## src/rtl/brp_pkg.sv

```systemverilog
// Shared types, constants and helpers of the binomial pyramid reduce block.
// No dependencies; every other file but brp_checker imports it.
`timescale 1ns / 1ps

package brp_pkg;

   localparam int MAX_WIDTH    = 2048;
   localparam int CHANNEL_BITS = 16;
   localparam int CHAN_W       = 16;
   localparam int NCH          = 4;
   localparam int NSLOT        = 3;
   localparam int NTAP         = 6;
   localparam int HALF_MAX     = (MAX_WIDTH + 1) / 2;
   localparam int ADDR_W       = $clog2(HALF_MAX);
   localparam int CFG_W        = 12;
   localparam int POS_W        = CFG_W + 1;
   localparam int HSUM_W       = CHANNEL_BITS + 5;
   localparam int ACC_W        = CHANNEL_BITS + 10;
   localparam int CSR_IDX_W    = 4;
   localparam int RND_SHIFT    = 10;

   localparam logic [CSR_IDX_W-1:0] CSR_IN_WIDTH  = CSR_IDX_W'(0);
   localparam logic [CSR_IDX_W-1:0] CSR_IN_HEIGHT = CSR_IDX_W'(1);
   localparam logic [CFG_W-1:0]     CFG_RESET     = CFG_W'(2048);
   localparam logic [CHAN_W-1:0]    CHAN_MASK     =
      CHAN_W'((64'd1 << CHANNEL_BITS) - 64'd1);

   typedef logic [NCH-1:0][CHAN_W-1:0] pix_type;
   typedef logic [NCH-1:0][HSUM_W-1:0] hsum_type;
   typedef logic [NCH-1:0][ACC_W-1:0]  acc_type;
   typedef acc_type [NSLOT-1:0]        acc_word_type;

   typedef enum logic [1:0] {WT_ONE, WT_FIVE, WT_TEN} wt_type;

   typedef struct packed {
      logic   en;
      logic   fresh;
      wt_type wt;
   } slot_op_type;

   typedef struct packed {
      logic                      complete;
      logic [ADDR_W-1:0]         addr;
      slot_op_type [NSLOT-1:0]   op;
      logic                      out_en;
      logic [1:0]                out_slot;
      logic                      row_end;
      logic                      frame_end;
   } vctl_type;

   typedef struct packed {
      logic [POS_W-1:0] w;
      logic [POS_W-1:0] h;
      logic [POS_W-1:0] hw;
      logic [POS_W-1:0] hh;
   } geom_type;

   typedef struct packed {
      logic    frame_end;
      logic    row_end;
      pix_type res;
   } out_word_type;

   function automatic logic [ACC_W-1:0] weigh(logic [HSUM_W-1:0] v, wt_type wt);
      logic [ACC_W-1:0] e;
      logic [ACC_W-1:0] r;
      e = ACC_W'(v);
      case (wt)
         WT_ONE:  r = e;
         WT_FIVE: r = (e << 2) + e;
         WT_TEN:  r = (e << 3) + (e << 1);
         default: r = '0;
      endcase
      return r;
   endfunction

   function automatic logic [CHAN_W-1:0] round_chan(logic [ACC_W-1:0] s);
      logic [ACC_W:0] t;
      t = {1'b0, s} + (ACC_W+1)'(1 << (RND_SHIFT - 1));
      return CHAN_W'(t >> RND_SHIFT);
   endfunction

endpackage

```

## src/rtl/brp_hfilt.sv

```systemverilog
// Raster position counters, 6-tap column window and horizontal sum stage.
// Depends on brp_pkg.
`timescale 1ns / 1ps

module brp_hfilt (
   input  logic                    clock,
   input  logic                    reset,
   input  logic                    adv,
   input  logic                    accept,
   input  logic                    restart,
   input  brp_pkg::pix_type        pix,
   input  brp_pkg::geom_type       geom,
   output logic                    rd_en,
   output logic [brp_pkg::ADDR_W-1:0] rd_addr,
   output logic                    b_valid,
   output brp_pkg::vctl_type       b_ctl,
   output brp_pkg::hsum_type       b_hsum
);
   import brp_pkg::*;

   logic [POS_W-1:0] x_ff, x_in, y_ff, y_in;
   logic [1:0]       kmod_ff, kmod_in;
   logic             a_valid_ff, a_valid_in, b_valid_ff, b_valid_in;
   pix_type          win_ff [NTAP];
   vctl_type         a_ctl_ff, a_ctl_in, b_ctl_ff;
   hsum_type         hsum_in, hsum_ff;
   pix_type          pix_z;

   logic [POS_W-1:0] xh, k;
   logic             yodd, v_k, v_kp1, v_km1, rend;
   logic [1:0]       s_k, s_kp1, s_km1;

   always_comb begin
      xh    = x_ff >> 1;
      k     = y_ff >> 1;
      yodd  = y_ff[0];
      v_k   = k < geom.hh;
      v_kp1 = (k + POS_W'(1)) < geom.hh;
      v_km1 = (k != '0) && (k <= geom.hh);
      rend  = xh == geom.hw;
      s_k   = kmod_ff;
      s_kp1 = (kmod_ff == 2'd2) ? 2'd0 : kmod_ff + 2'd1;
      s_km1 = (kmod_ff == 2'd0) ? 2'd2 : kmod_ff - 2'd1;

      a_ctl_in.complete  = x_ff[0] && (x_ff >= POS_W'(3));
      a_ctl_in.addr      = ADDR_W'(xh - POS_W'(1));
      a_ctl_in.out_en    = yodd && v_km1;
      a_ctl_in.out_slot  = s_km1;
      a_ctl_in.row_end   = rend;
      a_ctl_in.frame_end = rend && (k == geom.hh);
      for (int s = 0; s < NSLOT; s++) begin
         if (2'(s) == s_k) begin
            a_ctl_in.op[s].en    = v_k;
            a_ctl_in.op[s].fresh = (y_ff == '0);
            a_ctl_in.op[s].wt    = WT_TEN;
         end else if (2'(s) == s_kp1) begin
            a_ctl_in.op[s].en    = v_kp1;
            a_ctl_in.op[s].fresh = !yodd;
            a_ctl_in.op[s].wt    = yodd ? WT_FIVE : WT_ONE;
         end else begin
            a_ctl_in.op[s].en    = v_km1;
            a_ctl_in.op[s].fresh = 1'b0;
            a_ctl_in.op[s].wt    = yodd ? WT_ONE : WT_FIVE;
         end
      end

      for (int c = 0; c < NCH; c++) begin
         pix_z[c] = ((x_ff < geom.w) && (y_ff < geom.h)) ? (pix[c] & CHAN_MASK) : '0;
      end

      // taps 1 5 10 10 5 1, newest column in win_ff[0]
      for (int c = 0; c < NCH; c++) begin
         hsum_in[c] = HSUM_W'(win_ff[0][c]) + HSUM_W'(win_ff[5][c])
                    + ((HSUM_W'(win_ff[1][c]) + HSUM_W'(win_ff[4][c])) * HSUM_W'(5))
                    + ((HSUM_W'(win_ff[2][c]) + HSUM_W'(win_ff[3][c])) * HSUM_W'(10));
      end

      // raster advance
      x_in    = x_ff;
      y_in    = y_ff;
      kmod_in = kmod_ff;
      if (restart) begin
         x_in    = '0;
         y_in    = '0;
         kmod_in = 2'd0;
      end else if (accept) begin
         if (x_ff >= ((geom.hw << 1) + POS_W'(1))) begin
            x_in = '0;
            if (y_ff >= ((geom.hh << 1) + POS_W'(1))) begin
               y_in    = '0;
               kmod_in = 2'd0;
            end else begin
               y_in = y_ff + POS_W'(1);
               if (yodd) kmod_in = s_kp1;
            end
         end else begin
            x_in = x_ff + POS_W'(1);
         end
      end

      a_valid_in = adv ? accept : a_valid_ff;
      b_valid_in = adv ? a_valid_ff : b_valid_ff;
   end

   always_ff @(posedge clock) begin
      if (reset) begin
         x_ff       <= '0;
         y_ff       <= '0;
         kmod_ff    <= 2'd0;
         a_valid_ff <= 1'b0;
         b_valid_ff <= 1'b0;
      end else begin
         x_ff       <= x_in;
         y_ff       <= y_in;
         kmod_ff    <= kmod_in;
         a_valid_ff <= a_valid_in;
         b_valid_ff <= b_valid_in;
      end
   end

   always_ff @(posedge clock) begin
      if (accept) begin
         a_ctl_ff  <= a_ctl_in;
         win_ff[0] <= pix_z;
         for (int t = 1; t < NTAP; t++) begin
            win_ff[t] <= (x_ff == '0) ? pix_type'('0) : win_ff[t-1];
         end
      end
      if (adv) begin
         b_ctl_ff <= a_ctl_ff;
         hsum_ff  <= hsum_in;
      end
   end

   assign rd_en   = adv && a_valid_ff && a_ctl_ff.complete;
   assign rd_addr = a_ctl_ff.addr;
   assign b_valid = b_valid_ff;
   assign b_ctl   = b_ctl_ff;
   assign b_hsum  = hsum_ff;

endmodule

```

## config.mk

```make
export PLATFORM = sky130hd
export DESIGN_NAME = brp_hfilt
export DESIGN_NICKNAME = d
export VERILOG_FILES = /design/src/rtl/brp_pkg.sv /design/src/rtl/brp_hfilt.sv
export SDC_FILE = /design/constraint.sdc
export NUM_CORES = 2
export LEC_CHECK = 0
export BUFFER_PORTS_ARGS = -buffer_cell sky130_fd_sc_hd__clkbuf_2
export CORE_UTILIZATION = 28
export DETAILED_ROUTE_END_ITERATION = 7
export SLEW_MARGIN = 0
export SYNTH_ARGS = -nofsm -noshare
export SYNTH_HDL_FRONTEND = slang
export SYNTH_SLANG_ARGS = --single-unit
```

## constraint.sdc

```tcl
create_clock -name clock -period 12.6 [get_ports clock]
set_input_delay 0.63 -clock clock [delete_from_list [all_inputs] [get_ports clock]]
set_output_delay 0.63 -clock clock [all_outputs]
set_load 0.02 [all_outputs]
```

==> results.txt <==
After synthesis, the netlist uses 78 different library cells. The area inside the core boundary came out at 141400 sq um. The logs give 128 for the pin count of the biggest net entering global routing and 5.210 ns for the worst setup slack before clock tree synthesis. Layout net count: 4692.

The floorplan step set the die width to 379.4 microns. The number of design rule violations left after detail routing is 0. The initial utilization of the core area, before any placement, comes to 28.20%. The top cell types in the final layout, fill and taps aside, are inv_1, edfxtp_1, ha_1.

Delay of the slowest cell on the worst path: 0.52 ns. The completed layout was analyzed and its total power is 0.01332 W. The largest vdd supply drop was 0.2262 mV; the number of global-route vias before repair was 26.92k. The number of nets in the synthesized netlist is 4437. Buffers inserted during clock tree synthesis total 73. Count of standard-cell rows: 138. The first routing iteration left 1153 violations.

Summed over all failing endpoints, the final setup total negative slack is 0 ns. The gate count after technology mapping is 3631, and the worst clock skew on the final layout is 0.04700 ns. The total of flip-flops plus latches after synthesis was 554; the clock tree buffer depth was 3. Dividing the synthesized area by the synthesized cell count gives 10.98 sq um. For this design the static power due to leakage is 20.77 nW. The wire length reported by the detailed router was 92.10 mm; the count of filler cells inserted in the layout was 14.29k. For the number of antenna violations at the first check in global routing, the log shows 2.

The buffer cell driving the clock tree root was clkbuf_16. Power spread over the standard cell area amounts to 291.1 nW/um^2. The detailed router placed 26.18k vias in this run.

The launch point of the worst hold path was reset. The startpoint type of the worst setup path is a register. The portion of the post-synthesis area used by sequential elements came out at 40.97%.

Chip height: 379.4 microns. Global routing used 12.96% of the available tracks across all layers. After synthesis the cells add up to 39880 sq um. 245 I/O pins were placed.

The final global-route overflow total came out at 0. Setup violations remaining at the end of the flow were counted as 0. Number of hold-slack violations in the final timing report: 0. Headroom to the max-slew limit came out at 15.29%. The critical path starts at win_ff[2][0]$_SDFFCE_PN0P_. After detailed routing, the number of vias per cell comes to 4.485. The setup slack on the worst flop-to-flop path is 5.18 ns, and the arrival time at the worst endpoint is 7.82 ns.

The minimum clock period works out to 7.424 ns. After legalization and detailed placement, the total HPWL measured 70.11 mm. The setup path with the least slack is of type register to register. The first global-routing pass estimated 146.2 mm of wire. The number of post-CTS setup repair buffers was 0. The flow ran to the end, and the final reports show no timing, DRC or antenna violations.

Leaving out fill and tap cells, the most frequent cell in the layout is inv_1. For the post-cts resize count, the log shows 0. The gate family responsible for the most delay along the worst path is adder cells. The share of the clock period used by the worst path came out at 58.92%. The synthesized design contains 524 enable-type register cells. Before antenna repair, the detailed router went through 5 iterations. The number of buffer cells added on primary ports was 244. The Yosys step of the flow raised 0 warnings. In the synthesized netlist the dominant register cell turns out to be edfxtp_1. The tool flagged a number of max-cap violations equal to 0.

The slew of the pin with the lowest slew margin is 1.266 ns, and the clock-pin slew of the registers on the worst-case setup and hold paths is 0.06 ns. In the final routed layout, each cell accounts on average for 15.78 microns. For the post-detailed-route count of antenna-violating nets, the log shows 0. CTS built an H-tree with a depth of 3.

Along the worst path, the maximum fanout reaches 6. The worst setup path is captured at a register. In the synthesized netlist the async set-or-reset flop fraction comes to 0%.

The run gives 0.67 ns as the clock latency at the later pin of the worst-skew pair. TritonCTS built the clock tree. The worst hold path belongs to the class input port to register. Counting every sink on the clock net gives 554. The die covers 143900 sq um.

The run gives 12.99 ns as the worst path required time. The area added between synthesis and finish came out at 14.75%. The tools report the startpoint of the lowest-slack register-to-register path as win_ff[2][0]$_SDFFCE_PN0P_. Routability-driven placement finished with a final weighted congestion of 0.8157.

The highest attainable clock frequency was 0.1347 GHz. In this run, post-CTS hold repair placed 0 buffers. The largest individual stage delay along the critical path comes from the cell fa_1. Setup repair after global routing left no endpoint under its margin. The number of buffers and inverters on the critical path is 4. The fraction of final layout cells with drive strength greater than 1 is 10.29%. The worst path meets setup with 5.176 ns of slack.

Number of max-slew violations in the final report: 0.
==> final timing paths <==
check,end,depth (start not counted)
hold reg to reg,b_ctl[16]$_DFFE_PP_,0
setup reg to reg,b_hsum[20]$_DFFE_PP_,35
setup / recovery,b_hsum[20]$_DFFE_PP_,35
hold / removal,a_valid_ff$_SDFFE_PP0P_,2
==> where the power goes <==
part	total [W]	internal, W	switching [W]
sequential	0.00282	0.00273	0.0000898
combinational	0.00830	0.00358	0.00471
clock	0.00220	0.00131	0.000891
==> synthesized netlist by cell type, types with 5 or more instances <==
library cell | number | area share, %
a211o_1 | 7 | 0.15
a211oi_1 | 15 | 0.28
a21boi_0 | 5 | 0.094
a21o_1 | 83 | 1.6
a21oi_1 | 176 | 2.2
a221oi_1 | 5 | 0.11
a31oi_1 | 16 | 0.25
and2_1 | 332 | 5.2
and3_1 | 33 | 0.52
buf_4 | 10 | 0.19
buf_6 | 7 | 0.20
clkbuf_1 | 60 | 0.56
dfxtp_1 | 30 | 1.5
edfxtp_1 | 524 | 39
fa_1 | 200 | 10
ha_1 | 485 | 15
inv_1 | 525 | 4.9
nand2_1 | 87 | 0.82
nand2b_1 | 30 | 0.47
nand3_1 | 128 | 1.6
nand4_1 | 15 | 0.24
nor2_1 | 213 | 2.0
nor2b_1 | 33 | 0.52
nor3_1 | 59 | 0.74
nor4_1 | 11 | 0.17
o2111ai_1 | 5 | 0.11
o211ai_1 | 9 | 0.17
o21a_1 | 33 | 0.62
o21ai_0 | 62 | 0.78
o21ai_1 | 17 | 0.21
o21bai_1 | 27 | 0.51
o31a_1 | 6 | 0.13
o31ai_1 | 10 | 0.19
o41ai_2 | 6 | 0.24
or2_2 | 12 | 0.19
or3_1 | 20 | 0.31
xnor2_1 | 178 | 3.9
xor2_1 | 85 | 1.9
==> state kept, by name, indices dropped and copies added, names as in the netlist <==
name	cells
win_ff	384
b_hsum	84
b_ctl	28
a_ctl_ff	18
x_ff	13
y_ff	13
rd_addr	10
kmod_ff	2
a_valid_ff	1
b_valid	1
==> per-stage QoR <==
step	instances	hold WS [ns]	cell area, sq um	util, %
3_5_place_dp	5701	0.4075	43260	30.59
5_1_grt	5836	0.1059	45760	32.36
3_3_place_gp	5701	0.4013	43260	30.59
6_report	5837	0.1395	45760	32.36
2_1_floorplan	3631	0.4003	39880	-
4_1_cts	5836	0.06685	45760	32.36
==> cell type report <==
cell class	instances	area (sq um)	area share [%]
tap	1890	2365	5.168
antenna	1	2.502	0.005469
inverter	526	1974	4.315
sequential	554	16340	35.70
timing repair buffer	258	1368	2.989
multi-input combinational	2473	21220	46.37
clock inverter	50	624.3	1.364
clock buffer	85	1872	4.090
==> cell families (layout without fill, tap and decap cells) <==
logic type               count (synthesis)  count (layout)  synth area share [%]
AND/OR/NAND/NOR                        988             988                 13.11
adder cells (fa/ha/maj)                685             685                 25.26
buffers and inverters                  604             919                 5.911
flip-flops                             554             554                 40.97
AO/OA/AOI/OAI                          531             531                 8.823
XOR/XNOR                               263             263                 5.776
multiplexers                             6               6                0.1600
other                                    0               1                     0
==> metal layers <==
metal / GRT usage [%] / routed length [microns]
met5: 0 / 13
met4: 4.184 / 2065
met3: 2.378 / 3891
met2: 21.56 / 43220
met1: 16.89 / 42910
(Power assumes the default switching activity.)
