$ cat src/rtl/brp_pkg.sv
// Shared types, constants and helpers of the binomial pyramid reduce block.
// No dependencies; every other file but brp_checker imports it.
`timescale 1ns / 1ps

package brp_pkg;

   localparam int MAX_WIDTH    = 2048;
   localparam int CHANNEL_BITS = 16;
   localparam int CHAN_W       = 16;
   localparam int NCH          = 4;
   localparam int NSLOT        = 3;
   localparam int NTAP         = 6;
   localparam int HALF_MAX     = (MAX_WIDTH + 1) / 2;
   localparam int ADDR_W       = $clog2(HALF_MAX);
   localparam int CFG_W        = 12;
   localparam int POS_W        = CFG_W + 1;
   localparam int HSUM_W       = CHANNEL_BITS + 5;
   localparam int ACC_W        = CHANNEL_BITS + 10;
   localparam int CSR_IDX_W    = 4;
   localparam int RND_SHIFT    = 10;

   localparam logic [CSR_IDX_W-1:0] CSR_IN_WIDTH  = CSR_IDX_W'(0);
   localparam logic [CSR_IDX_W-1:0] CSR_IN_HEIGHT = CSR_IDX_W'(1);
   localparam logic [CFG_W-1:0]     CFG_RESET     = CFG_W'(2048);
   localparam logic [CHAN_W-1:0]    CHAN_MASK     =
      CHAN_W'((64'd1 << CHANNEL_BITS) - 64'd1);

   typedef logic [NCH-1:0][CHAN_W-1:0] pix_type;
   typedef logic [NCH-1:0][HSUM_W-1:0] hsum_type;
   typedef logic [NCH-1:0][ACC_W-1:0]  acc_type;
   typedef acc_type [NSLOT-1:0]        acc_word_type;

   typedef enum logic [1:0] {WT_ONE, WT_FIVE, WT_TEN} wt_type;

   typedef struct packed {
      logic   en;
      logic   fresh;
      wt_type wt;
   } slot_op_type;

   typedef struct packed {
      logic                      complete;
      logic [ADDR_W-1:0]         addr;
      slot_op_type [NSLOT-1:0]   op;
      logic                      out_en;
      logic [1:0]                out_slot;
      logic                      row_end;
      logic                      frame_end;
   } vctl_type;

   typedef struct packed {
      logic [POS_W-1:0] w;
      logic [POS_W-1:0] h;
      logic [POS_W-1:0] hw;
      logic [POS_W-1:0] hh;
   } geom_type;

   typedef struct packed {
      logic    frame_end;
      logic    row_end;
      pix_type res;
   } out_word_type;

   function automatic logic [ACC_W-1:0] weigh(logic [HSUM_W-1:0] v, wt_type wt);
      logic [ACC_W-1:0] e;
      logic [ACC_W-1:0] r;
      e = ACC_W'(v);
      case (wt)
         WT_ONE:  r = e;
         WT_FIVE: r = (e << 2) + e;
         WT_TEN:  r = (e << 3) + (e << 1);
         default: r = '0;
      endcase
      return r;
   endfunction

   function automatic logic [CHAN_W-1:0] round_chan(logic [ACC_W-1:0] s);
      logic [ACC_W:0] t;
      t = {1'b0, s} + (ACC_W+1)'(1 << (RND_SHIFT - 1));
      return CHAN_W'(t >> RND_SHIFT);
   endfunction

endpackage

$ cat src/rtl/brp_skid.sv
// Output register with skid stage; its fill state gates the whole pipeline.
// Depends on brp_pkg.
`timescale 1ns / 1ps

module brp_skid (
   input  logic                  clock,
   input  logic                  reset,
   input  logic                  push,
   input  brp_pkg::out_word_type push_word,
   input  logic                  out_ready,
   output logic                  out_valid,
   output brp_pkg::out_word_type out_word,
   output logic                  adv
);
   import brp_pkg::*;

   logic         main_v_ff, main_v_in, skid_v_ff, skid_v_in, take;
   out_word_type main_ff, main_in, skid_ff, skid_in;

   always_comb begin
      take      = main_v_ff && out_ready;
      main_v_in = main_v_ff;
      skid_v_in = skid_v_ff;
      main_in   = main_ff;
      skid_in   = skid_ff;
      if (skid_v_ff) begin
         if (take) begin
            main_in   = skid_ff;
            skid_v_in = 1'b0;
         end
      end else if (push) begin
         if (!main_v_ff || take) begin
            main_in   = push_word;
            main_v_in = 1'b1;
         end else begin
            skid_in   = push_word;
            skid_v_in = 1'b1;
         end
      end else if (take) begin
         main_v_in = 1'b0;
      end
   end

   always_ff @(posedge clock) begin
      if (reset) begin
         main_v_ff <= 1'b0;
         skid_v_ff <= 1'b0;
      end else begin
         main_v_ff <= main_v_in;
         skid_v_ff <= skid_v_in;
      end
   end

   always_ff @(posedge clock) begin
      main_ff <= main_in;
      skid_ff <= skid_in;
   end

   assign out_valid = main_v_ff;
   assign out_word  = main_ff;
   assign adv       = !skid_v_ff;

endmodule

$ cat config.mk
export PLATFORM = sky130hd
export DESIGN_NAME = brp_skid
export DESIGN_NICKNAME = d
export VERILOG_FILES = /design/src/rtl/brp_pkg.sv /design/src/rtl/brp_skid.sv
export SDC_FILE = /design/constraint.sdc
export NUM_CORES = 1
export LEC_CHECK = 0
export BUFFER_PORTS_ARGS = -buffer_cell sky130_fd_sc_hd__buf_2
export CAP_MARGIN = 20
export CORE_MARGIN = 2
export CORE_UTILIZATION = 40
export DETAILED_ROUTE_END_ITERATION = 8
export GPL_ROUTABILITY_DRIVEN = 0
export PLACE_DENSITY = 0.73
export RECOVER_POWER = 100
export SYNTH_ARGS = -nofsm -noshare
export SYNTH_HDL_FRONTEND = slang
export SYNTH_SLANG_ARGS = --single-unit
$ cat constraint.sdc
create_clock -name clock -period 8.4 [get_ports clock]
set_input_delay 0.42 -clock clock [delete_from_list [all_inputs] [get_ports clock]]
set_output_delay 0.42 -clock clock [all_outputs]
set_load 0.01 [all_outputs]
==> results of run 1 <==
[synthesized netlist by cell type]
| cell | instances |
|---|---|
| a211oi_1 | 1 |
| a21oi_1 | 2 |
| and4_1 | 1 |
| buf_6 | 8 |
| dfxtp_1 | 2 |
| edfxtp_1 | 132 |
| inv_1 | 3 |
| mux2_4 | 66 |
| mux2i_1 | 1 |
| nand2b_1 | 1 |
| nor2b_1 | 1 |
| o32ai_1 | 1 |
[per-stage QoR]
step,power (mW),std cells,hold slack [ps],setup WS [ps]
3_3_place_gp,0.950,522,531,5950
5_1_grt,1.77,554,169,3650
6_report,1.71,554,197,4140
4_1_cts,1.76,554,176,5800
3_5_place_dp,0.954,522,534,5870
2_1_floorplan,0.897,219,498,3980
[worst register-to-register path, stage by stage, from the launching register on]
cell	delay [ps]
dfxtp_1	970
mux2i_1	170
a21oi_1	2020
buf_4	720
[report_power, final]
| part | total (mW) | internal [mW] | leakage [nW] | switching [mW] |
|---|---|---|---|---|
| clock network | 0.805 | 0.551 | 0.314 | 0.253 |
| logic | 0.104 | 0.0386 | 0.513 | 0.0652 |
| registers | 0.800 | 0.786 | 1.25 | 0.0136 |
| total | 1.71 | 1.38 | 2.08 | 0.332 |
[worst max path at each step]
stage                    startpoint                      to  slack (ps)  cells past startpoint
2_1_floorplan  skid_v_ff$_SDFF_PP0_   out_word[0]$_DFFE_PP_        3980                      4
3_3_place_gp   skid_v_ff$_SDFF_PP0_  out_word[37]$_DFFE_PP_        5950                      3
3_5_place_dp   skid_v_ff$_SDFF_PP0_  out_word[37]$_DFFE_PP_        5870                      3
4_1_cts        skid_v_ff$_SDFF_PP0_                     adv        5800                      3
5_1_grt        skid_v_ff$_SDFF_PP0_  out_word[39]$_DFFE_PP_        3650                      3
6_report       skid_v_ff$_SDFF_PP0_  out_word[39]$_DFFE_PP_        4140                      3
[logic make-up after synthesis]
logic type	share of synthesized area [%]
buffers and inverters	1.97
AO/OA/AOI/OAI	0.510
multiplexers	19.4
flip-flops	77.7
AND/OR/NAND/NOR	0.413
[metal layers]
layer,share of wire [%],vias up,GRT usage [%]
li1,-,1174,-
met1,44,1166,15.2
met2,47,93,21.1
met3,7.3,20,5.81
met4,1.9,2,6.48
met5,0.12,-,0
[flip-flops by register name, summed over array words and instances, names as in the netlist]
register,count
skid_v_ff,1
out_valid,1
skid_ff,66
out_word,66
[area by class of cell]
class | count | area (um^2)
Tap cell | 172 | 215
Fill cell | 1167 | 6390
Clock buffer | 20 | 437
Inverter | 3 | 11.3
Clock inverter | 12 | 206
Multi-Input combinational cell | 74 | 805
Timing Repair Buffer | 139 | 553
Sequential cell | 134 | 4000
==> metrics.md, run 1 <==
| Metric | Value |
|---|---|
| Clock Tree Buf Depth | 2 |
| Hold endpoint | skid_ff[41]$_DFFE_PP_ |
| Commonest non-fill, non-tap cells in the layout | 132 x edfxtp_1, 120 x clkbuf_1, 65 x mux2_1, 19 x buf_2, 17 x clkbuf_16 |
| Synth top area share | 76.9% |
| Share of layout cells above drive strength 1 | roughly an eighth |
| Final Setup Violations | 0 |
| Yosys warnings | 0 |
| Peak fanout along the critical path | 38 |
| Clk Latency, worst-skew pair | a little over 400 ps |
| WL per Instance | 16.4 um |
| Relative slew margins | -97.0% |
| H-tree depth | 4 |
| Max-cap violations | 2 |
| Final min period | about 4300 ps |
| Initial antenna violation count | 1 |
| Vias in the first global route | 2604 |
| Worst r2r path cells | 3 |
| Row cnt | 41 |
| Hold WC Path Type | in -> reg |
| First-pass GRT wire length | 13500 um |
| RSZ-0062 raised after global routing | false |
| Crit path max-delay family | compound AO/OA/AOI/OAI gates |
| Hold Crit Start | push_word[41] |
| Root Buffer | clkbuf_16 |
| Top area cells in the synthesized netlist | edfxtp_1 77%, mux2_4 19%, buf_6 1.7% |
| Most common cell after layout, fill and taps aside | edfxtp_1 |
| Mapped Area | 5150 um^2 |
| GRT overflow | 0 |
| CP bufs+invs | 1 |
| Area Overhead vs Synth | 20.9% |
| Crit. End Element | flip-flop |
| Starting Density | 40.8% |
| Worst R2R Start | skid_v_ff$_SDFF_PP0_ |
| Crit Reg-Reg Endpoint | out_word[39]$_DFFE_PP_ |
| Largest net degree at the start of global routing | 67 |
| Post-Syn Area per Cell | around 24 um^2 |
| Clk pin slew, worst setup/hold paths | approximately 50 ps |
| CTS Sinks | 134 |
| Die H | between 100 and 150 um |
| Distinct cell type count after synthesis | 12 |
| Port bufs | around 140 |
| Fin. Hold Viols | 0 |
| WHS Path Cells | 1 |
| Post-Syn Nets | 289 |
| HPWL after DPL | 5860 um |
| Drt pass-1 iters | 4 |
| Critical Path Start Type | flip-flop |
| Die X | approximately 120 um |
| Mapped Cells | roughly 220 |
| F_max | 235 MHz |
| FF-to-FF setup slack | 4140 ps |
| Dpl cell area | 6000 um^2 |
| Final Cell Area | 6230 um^2 |
| Vias per cell | around 4.4 |
| Synth Register Bits | 134 |
| Cts hold-fix bufs | 0 |
| Final core occ | 49.4% |
| Biggest area consumer among synthesized cells | edfxtp_1 |
| Layout Skew | 6.84 ps |
| Power Dens Cells | 274 nW/um^2 |
| # DRC | 0 |
| Final ANT Viol Nets | 0 |
| Setup Buffers After CTS | 0 |
| Final #Nets | 439 |
| CP required | 8440 ps |
| CORE AREA | 12600 um^2 |
| Vias post-DR | 2455 |
| Post-route clock period utilization | 50.7% |
| Critical path cell sequence | mux2i_1, a21oi_1, buf_4 |
| Ant. Diodes | 0 |
| Sequential fraction of the synthesis area | 77.7% |
| Slowest CP cell | a21oi_1 |
| Status | complete, but fails checks |
| TritonCTS Buffers | 17 |
| Setup_tns | 0 ps |
| Cts repair resizes | 0 |
| Overall Global Routing Usage | 13.2% |
| Worst stage delay on the critical path | 2020 ps |
| Die Area | 13800 um^2 |
| Peak VDD IR | 0.128 mV |
| Final slew viol count | 97 |
| WL final | 9080 um |
| Worst slew pin tran | 2960 ps |
| P_leak | 2.08 nW |
| I/O pins | 138 |
| Failing checks | capacitance limit, slew limit |
| Critical path class | reg -> reg |
| Worst EP arrival | 4300 ps |
| CTS tree | built |
| DRT iter0 DRCs | 139 |
(Power assumes the default switching activity.)
==> run 2: changes to the inputs <==
==> constraint.sdc (replaced) <==
create_clock -name clock -period 4.1 [get_ports clock]
set_input_delay 0.205 -clock clock [delete_from_list [all_inputs] [get_ports clock]]
set_output_delay 0.205 -clock clock [all_outputs]
set_load 0.01 [all_outputs]
==> metrics.md, run 2 (synthesis results as in run 1) <==
| Metric | Value |
|---|---|
| Worst EP arrival | 2440 ps |
| Clock Tree Buf Depth | 2 |
| WHS Path Cells | 3 |
| CP bufs+invs | 1 |
| Setup_tns | 0 ps |
| Final slew viol count | 67 |
| Register Area | 4000 um^2 |
| Die Area | about 14000 um^2 |
| Vias in the first global route | 2952 |
| Row cnt | slightly above 40 |
| Final core occ | between 50% and 60% |
| Switching pwr | 0.693 mW |
| Starting Density | about two fifths |
| WL per Instance | roughly 15 um |
| I/O pins | ~140 |
| Peak VDD IR | 0.224 mV |
| Final min period | approximately 2400 ps |
| Final ANT Viol Nets | 0 |
| Logic pwr share | 7.9% |
| Status | complete, but fails checks |
| Root Buffer | clkbuf_16 |
| CP required | 4100 ps |
| HPWL after DPL | 5520 um |
| FF-to-FF setup slack | 1660 ps |
| Vias post-DR | 2763 |
| Die X | 118 um |
| Sequential share of power | between 40% and 50% |
| Drt pass-1 iters | 4 |
| Vias per cell | 4.43 |
| Most common cell after layout, fill and taps aside | clkbuf_1 |
| CORE AREA | 12600 um^2 |
| Switch share | 20.2% |
| Multi-input gate area | slightly above 800 um^2 |
| Worst stage delay on the critical path | roughly 1300 ps |
| WL final | 9650 um |
| Largest net degree at the start of global routing | 67 |
| Worst slew pin tran | 1600 ps |
| GRT overflow | 0 |
| Clk Latency, worst-skew pair | 400 ps |
| Worst R2R Start | skid_v_ff$_SDFF_PP0_ |
| H-tree depth | 4 |
| Crit Reg-Reg Endpoint | skid_ff[9]$_DFFE_PP_ |
| Initial antenna violation count | 0 |
| Max-cap violations | 1 |
| Final Setup Violations | 0 |
| Clk pin slew, worst setup/hold paths | roughly 50 ps |
| Critical path class | reg -> reg |
| # DRC | 0 |
| TritonCTS Buffers | 17 |
| # fillers | 1125 |
| Worst r2r path cells | 2 |
| Failing checks | capacitance limit, slew limit |
| Commonest non-fill, non-tap cells in the layout | 135 x clkbuf_1, 132 x edfxtp_1, 68 x dlygate4sd3_1, 65 x mux2_1, 17 x clkbuf_16 |
| Area Overhead vs Synth | 33.6% |
| Ant. Diodes | 0 |
| Port bufs | 137 |
| Hold WC Path Type | in -> reg |
| P_leak | 2.31 nW |
| Clock power frac | about 45% |
| Cts repair resizes | 0 |
| Hold Crit Start | push |
| Die H | 118 um |
| Crit path max-delay family | simple AND/OR/NAND/NOR gates |
| Critical path cell sequence | inv_1, and4_2 |
| Fin. Hold Viols | 0 |
| Share of layout cells above drive strength 1 | 7.98% |
| Final #Nets | 508 |
| First-pass GRT wire length | about 15000 um |
| Crit. End Element | flip-flop |
| Critical Path Start Type | flip-flop |
| DRT iter0 DRCs | 105 |
| Peak fanout along the critical path | 66 |
| Layout Skew | 5.96 ps |
| F_max | between 400 and 500 MHz |
| Slowest CP cell | and4_2 |
| Power Dens Cells | 499 nW/um^2 |
| RSZ-0062 raised after global routing | false |
| Internal power | 2.74 mW |
| Post-route clock period utilization | between 50% and 60% |
| CTS tree | built |
| CTS Sinks | approximately 130 |
| Overall Global Routing Usage | 14.2% |
| Relative slew margins | -6.69% |
| Setup Buffers After CTS | 0 |
| Hold endpoint | out_valid$_SDFFE_PP0P_ |
run 2: stage by stage:
step | cells | cell area (um^2) | worst slack [ps] | power, mW | hold slack [ps]
6_report | 623 | 6880 | 1660 | 3.43 | 96.6
5_1_grt | 623 | 6880 | 1430 | 3.56 | 92.1
4_1_cts | 622 | 7290 | 1880 | 3.55 | 90.2
3_5_place_dp | 522 | 6010 | 1900 | 1.96 | 400
3_3_place_gp | 522 | 6010 | 1950 | 1.95 | 390
2_1_floorplan | 219 | 5160 | 1160 | 1.84 | 283
run 2: per-layer routing:
layer | global-route usage [%] | up-vias | wire [um]
li1 | - | 1314 | -
met1 | 17.5 | 1322 | 4440
met2 | 22.5 | 108 | 4480
met3 | 4.60 | 19 | 519
met4 | 6.93 | 0 | 208
met5 | 0 | - | 0
run 2: final cells by class:
cell class / count / area share (%)
Timing Repair Buffer: 208 / 18.2
Sequential cell: 134 / 58.2
Clock buffer: 21 / 6.40
Inverter: 3 / 0.164
Clock inverter: 11 / 2.27
Tap cell: 172 / 3.13
Multi-Input combinational cell: 74 / 11.7
run 2: worst min-delay path, stage by stage:
cell and delay, ps:
buf_2 120, inv_1 50, o32ai_1 70
run 2: power groups by stage:
| stage | logic, mW | clock network [mW] | registers [mW] |
|---|---|---|---|
| 2_1_floorplan | 0.145 | 0 | 1.69 |
| 3_3_place_gp | 0.290 | 0 | 1.66 |
| 3_5_place_dp | 0.296 | 0 | 1.66 |
| 4_1_cts | 0.346 | 1.57 | 1.64 |
| 5_1_grt | 0.296 | 1.62 | 1.64 |
| 6_report | 0.272 | 1.53 | 1.63 |
run 2: how the worst max path moves through the flow:
| stage | startpoint | end | slack (ps) | cells past startpoint |
|---|---|---|---|---|
| 3_3_place_gp | skid_v_ff$_SDFF_PP0_ | out_word[1]$_DFFE_PP_ | 1950 | 3 |
| 6_report | skid_v_ff$_SDFF_PP0_ | skid_ff[9]$_DFFE_PP_ | 1660 | 2 |
| 2_1_floorplan | skid_v_ff$_SDFF_PP0_ | out_word[0]$_DFFE_PP_ | 1160 | 4 |
| 3_5_place_dp | out_valid$_SDFFE_PP0P_ | out_word[59]$_DFFE_PP_ | 1900 | 3 |
| 4_1_cts | out_valid$_SDFFE_PP0P_ | out_word[18]$_DFFE_PP_ | 1880 | 3 |
| 5_1_grt | skid_v_ff$_SDFF_PP0_ | skid_ff[9]$_DFFE_PP_ | 1430 | 2 |
run 2: repair_timing:
item,4_1_cts,5_1_grt
endpoints found under the hold margin,67,0
hold buffers,68,0
endpoints found under the setup margin,0,0
==> run 3: changes to the inputs <==
==> constraint.sdc (replaced) <==
create_clock -name clock -period 2.4 [get_ports clock]
set_input_delay 0.12 -clock clock [delete_from_list [all_inputs] [get_ports clock]]
set_output_delay 0.12 -clock clock [all_outputs]
set_load 0.01 [all_outputs]
==> metrics.md, run 3 (synthesis results as in run 1) <==
| Metric | Value |
|---|---|
| H-tree depth | 4 |
| Setup Buffers After CTS | 0 |
| I/O pins | between 100 and 150 |
| Hold Crit Start | out_ready |
| Critical path class | reg -> reg |
| Clk Latency, worst-skew pair | 400 ps |
| RSZ-0062 raised after global routing | false |
| Worst r2r path cells | 4 |
| Critical Path Start Type | flip-flop |
| Initial antenna violation count | 0 |
| Post-route clock period utilization | 72.8% |
| Met1 Track Usage GR | 16.4% |
| Cts repair resizes | 0 |
| GRT overflow | 0 |
| Area Overhead vs Synth | 33.6% |
| Critical path cell sequence | buf_12, a21oi_1, a211oi_1, dlygate4sd3_1 |
| DRT iter0 DRCs | 112 |
| Power Dens Cells | 818 nW/um^2 |
| Crit path max-delay family | buffers and inverters |
| Crit. End Element | flip-flop |
| Max-cap violations | 0 |
| CORE AREA | roughly 13000 um^2 |
| Final slew viol count | 0 |
| Peak fanout along the critical path | 36 |
| Worst stage delay on the critical path | 600 ps |
| Vias post-DR | roughly 2700 |
| F_max | 572 MHz |
| Hold endpoint | out_valid$_SDFFE_PP0P_ |
| CTS tree | built |
| Drt pass-1 iters | 4 |
| Commonest non-fill, non-tap cells in the layout | 132 x edfxtp_1, 129 x clkbuf_1, 69 x dlygate4sd3_1, 63 x mux2_1, 17 x clkbuf_16 |
| Hold_ws | 85.6 ps |
| Peak VDD IR | between 0.5 and 0.6 mV |
| Die H | 118 um |
| Overall Global Routing Usage | 13.9% |
| CP required | 2750 ps |
| Most common cell after layout, fill and taps aside | edfxtp_1 |
| TritonCTS Buffers | 17 |
| Crit Reg-Reg Endpoint | skid_v_ff$_SDFF_PP0_ |
| Final WS setup | between 600 and 700 ps |
| WL final | 9230 um |
| Vias in the first global route | 3013 |
| Clock Tree Buf Depth | 2 |
| Worst R2R Start | skid_v_ff$_SDFF_PP0_ |
| FF-to-FF setup slack | approximately 650 ps |
| CTS Sinks | 134 |
| Clk pin slew, worst setup/hold paths | 50 ps |
| Starting Density | around 41% |
| Grt met2 use | 23.4% |
| Inst Count DP | roughly 520 |
| First-pass GRT wire length | 14800 um |
| WL per Instance | around 15 um |
| Gr busiest metal | met2 |
| Port bufs | 137 |
| Hold WC Path Type | in -> reg |
| Final #Nets | between 500 and 600 |
| Relative slew margins | 69.0% |
| Die Area | 13800 um^2 |
| CP bufs+invs | 2 |
| Worst slew pin tran | approximately 460 ps |
| Vias per cell | 4.36 |
| Cts hold-fix bufs | 69 |
| Setup WS pre-CTS | 880 ps |
| GRT met3 Usage | 5.47% |
| # DRC | 0 |
| Share of layout cells above drive strength 1 | 9.93% |
| Layout Skew | 4.94 ps |
| WHS Path Cells | 3 |
| Row cnt | 41 |
| Setup_tns | 0 ps |
| Final ANT Viol Nets | 0 |
| Final Setup Violations | 0 |
| Worst EP arrival | 2100 ps |
| Ant. Diodes | 0 |
| Fin cells | between 600 and 700 |
| Fin. Hold Viols | 0 |
| Final min period | about 1700 ps |
| Status | finished, final reports clean |
| P_leak | ~2.3 nW |
| Slowest CP cell | dfxtp_1 |
| Root Buffer | clkbuf_16 |
| Die X | 118 um |
| Largest net degree at the start of global routing | 67 |
## run 3: changes by cell type in the layout (fill, tap and decap cells not counted), sizes merged
cell and change:
buf +4, bufinv -2, clkbuf -5, clkinv +5, clkinvlp -1, dlygate4sd3 +1
## run 3: power breakdown
group | leakage [nW] | internal, mW | switching [mW]
Combinational | 0.808 | 0.220 | 0.250
Sequential | 1.25 | 2.75 | 0.0436
Clock | 0.272 | 1.50 | 0.875
Total | 2.33 | 4.47 | 1.17
## run 3: tightest hold or removal path, stage by stage
cell and delay, ps:
buf_2 100, nor2b_1 130, o32ai_1 80
## run 3: how the worst max path moves through the flow
stage,startpoint,endpoint,cells past startpoint
detailed placement,skid_v_ff$_SDFF_PP0_,out_word[21]$_DFFE_PP_,2
finish,skid_v_ff$_SDFF_PP0_,skid_v_ff$_SDFF_PP0_,4
CTS,skid_v_ff$_SDFF_PP0_,skid_v_ff$_SDFF_PP0_,4
floorplan,skid_v_ff$_SDFF_PP0_,out_word[0]$_DFFE_PP_,4
global route,skid_v_ff$_SDFF_PP0_,skid_v_ff$_SDFF_PP0_,4
global placement,skid_v_ff$_SDFF_PP0_,out_word[16]$_DFFE_PP_,2
## run 3: through the flow
stage                     util, %  area, um^2  power [mW]
after global routing         54.6        6890        5.86
after detailed placement     47.9        6050        3.34
after floorplan                 -        5170        3.13
after CTS                    57.7        7290        5.83
final                        54.6        6890        5.63
after global placement       47.9        6050        3.33
## run 3: layout make-up
type	count	area [um^2]
Clock inverter	13	114
Fill cell	1131	5730
Sequential cell	134	4000
Clock buffer	19	433
Tap cell	172	215
Timing Repair Buffer	210	1280
Inverter	3	11.3
Multi-Input combinational cell	74	823
## run 3: metal layers
layer	routed length, um	vias up
li1	-	1316
met1	4170	1304
met2	4490	95
met3	470	8
met4	91	0
met5	0	-
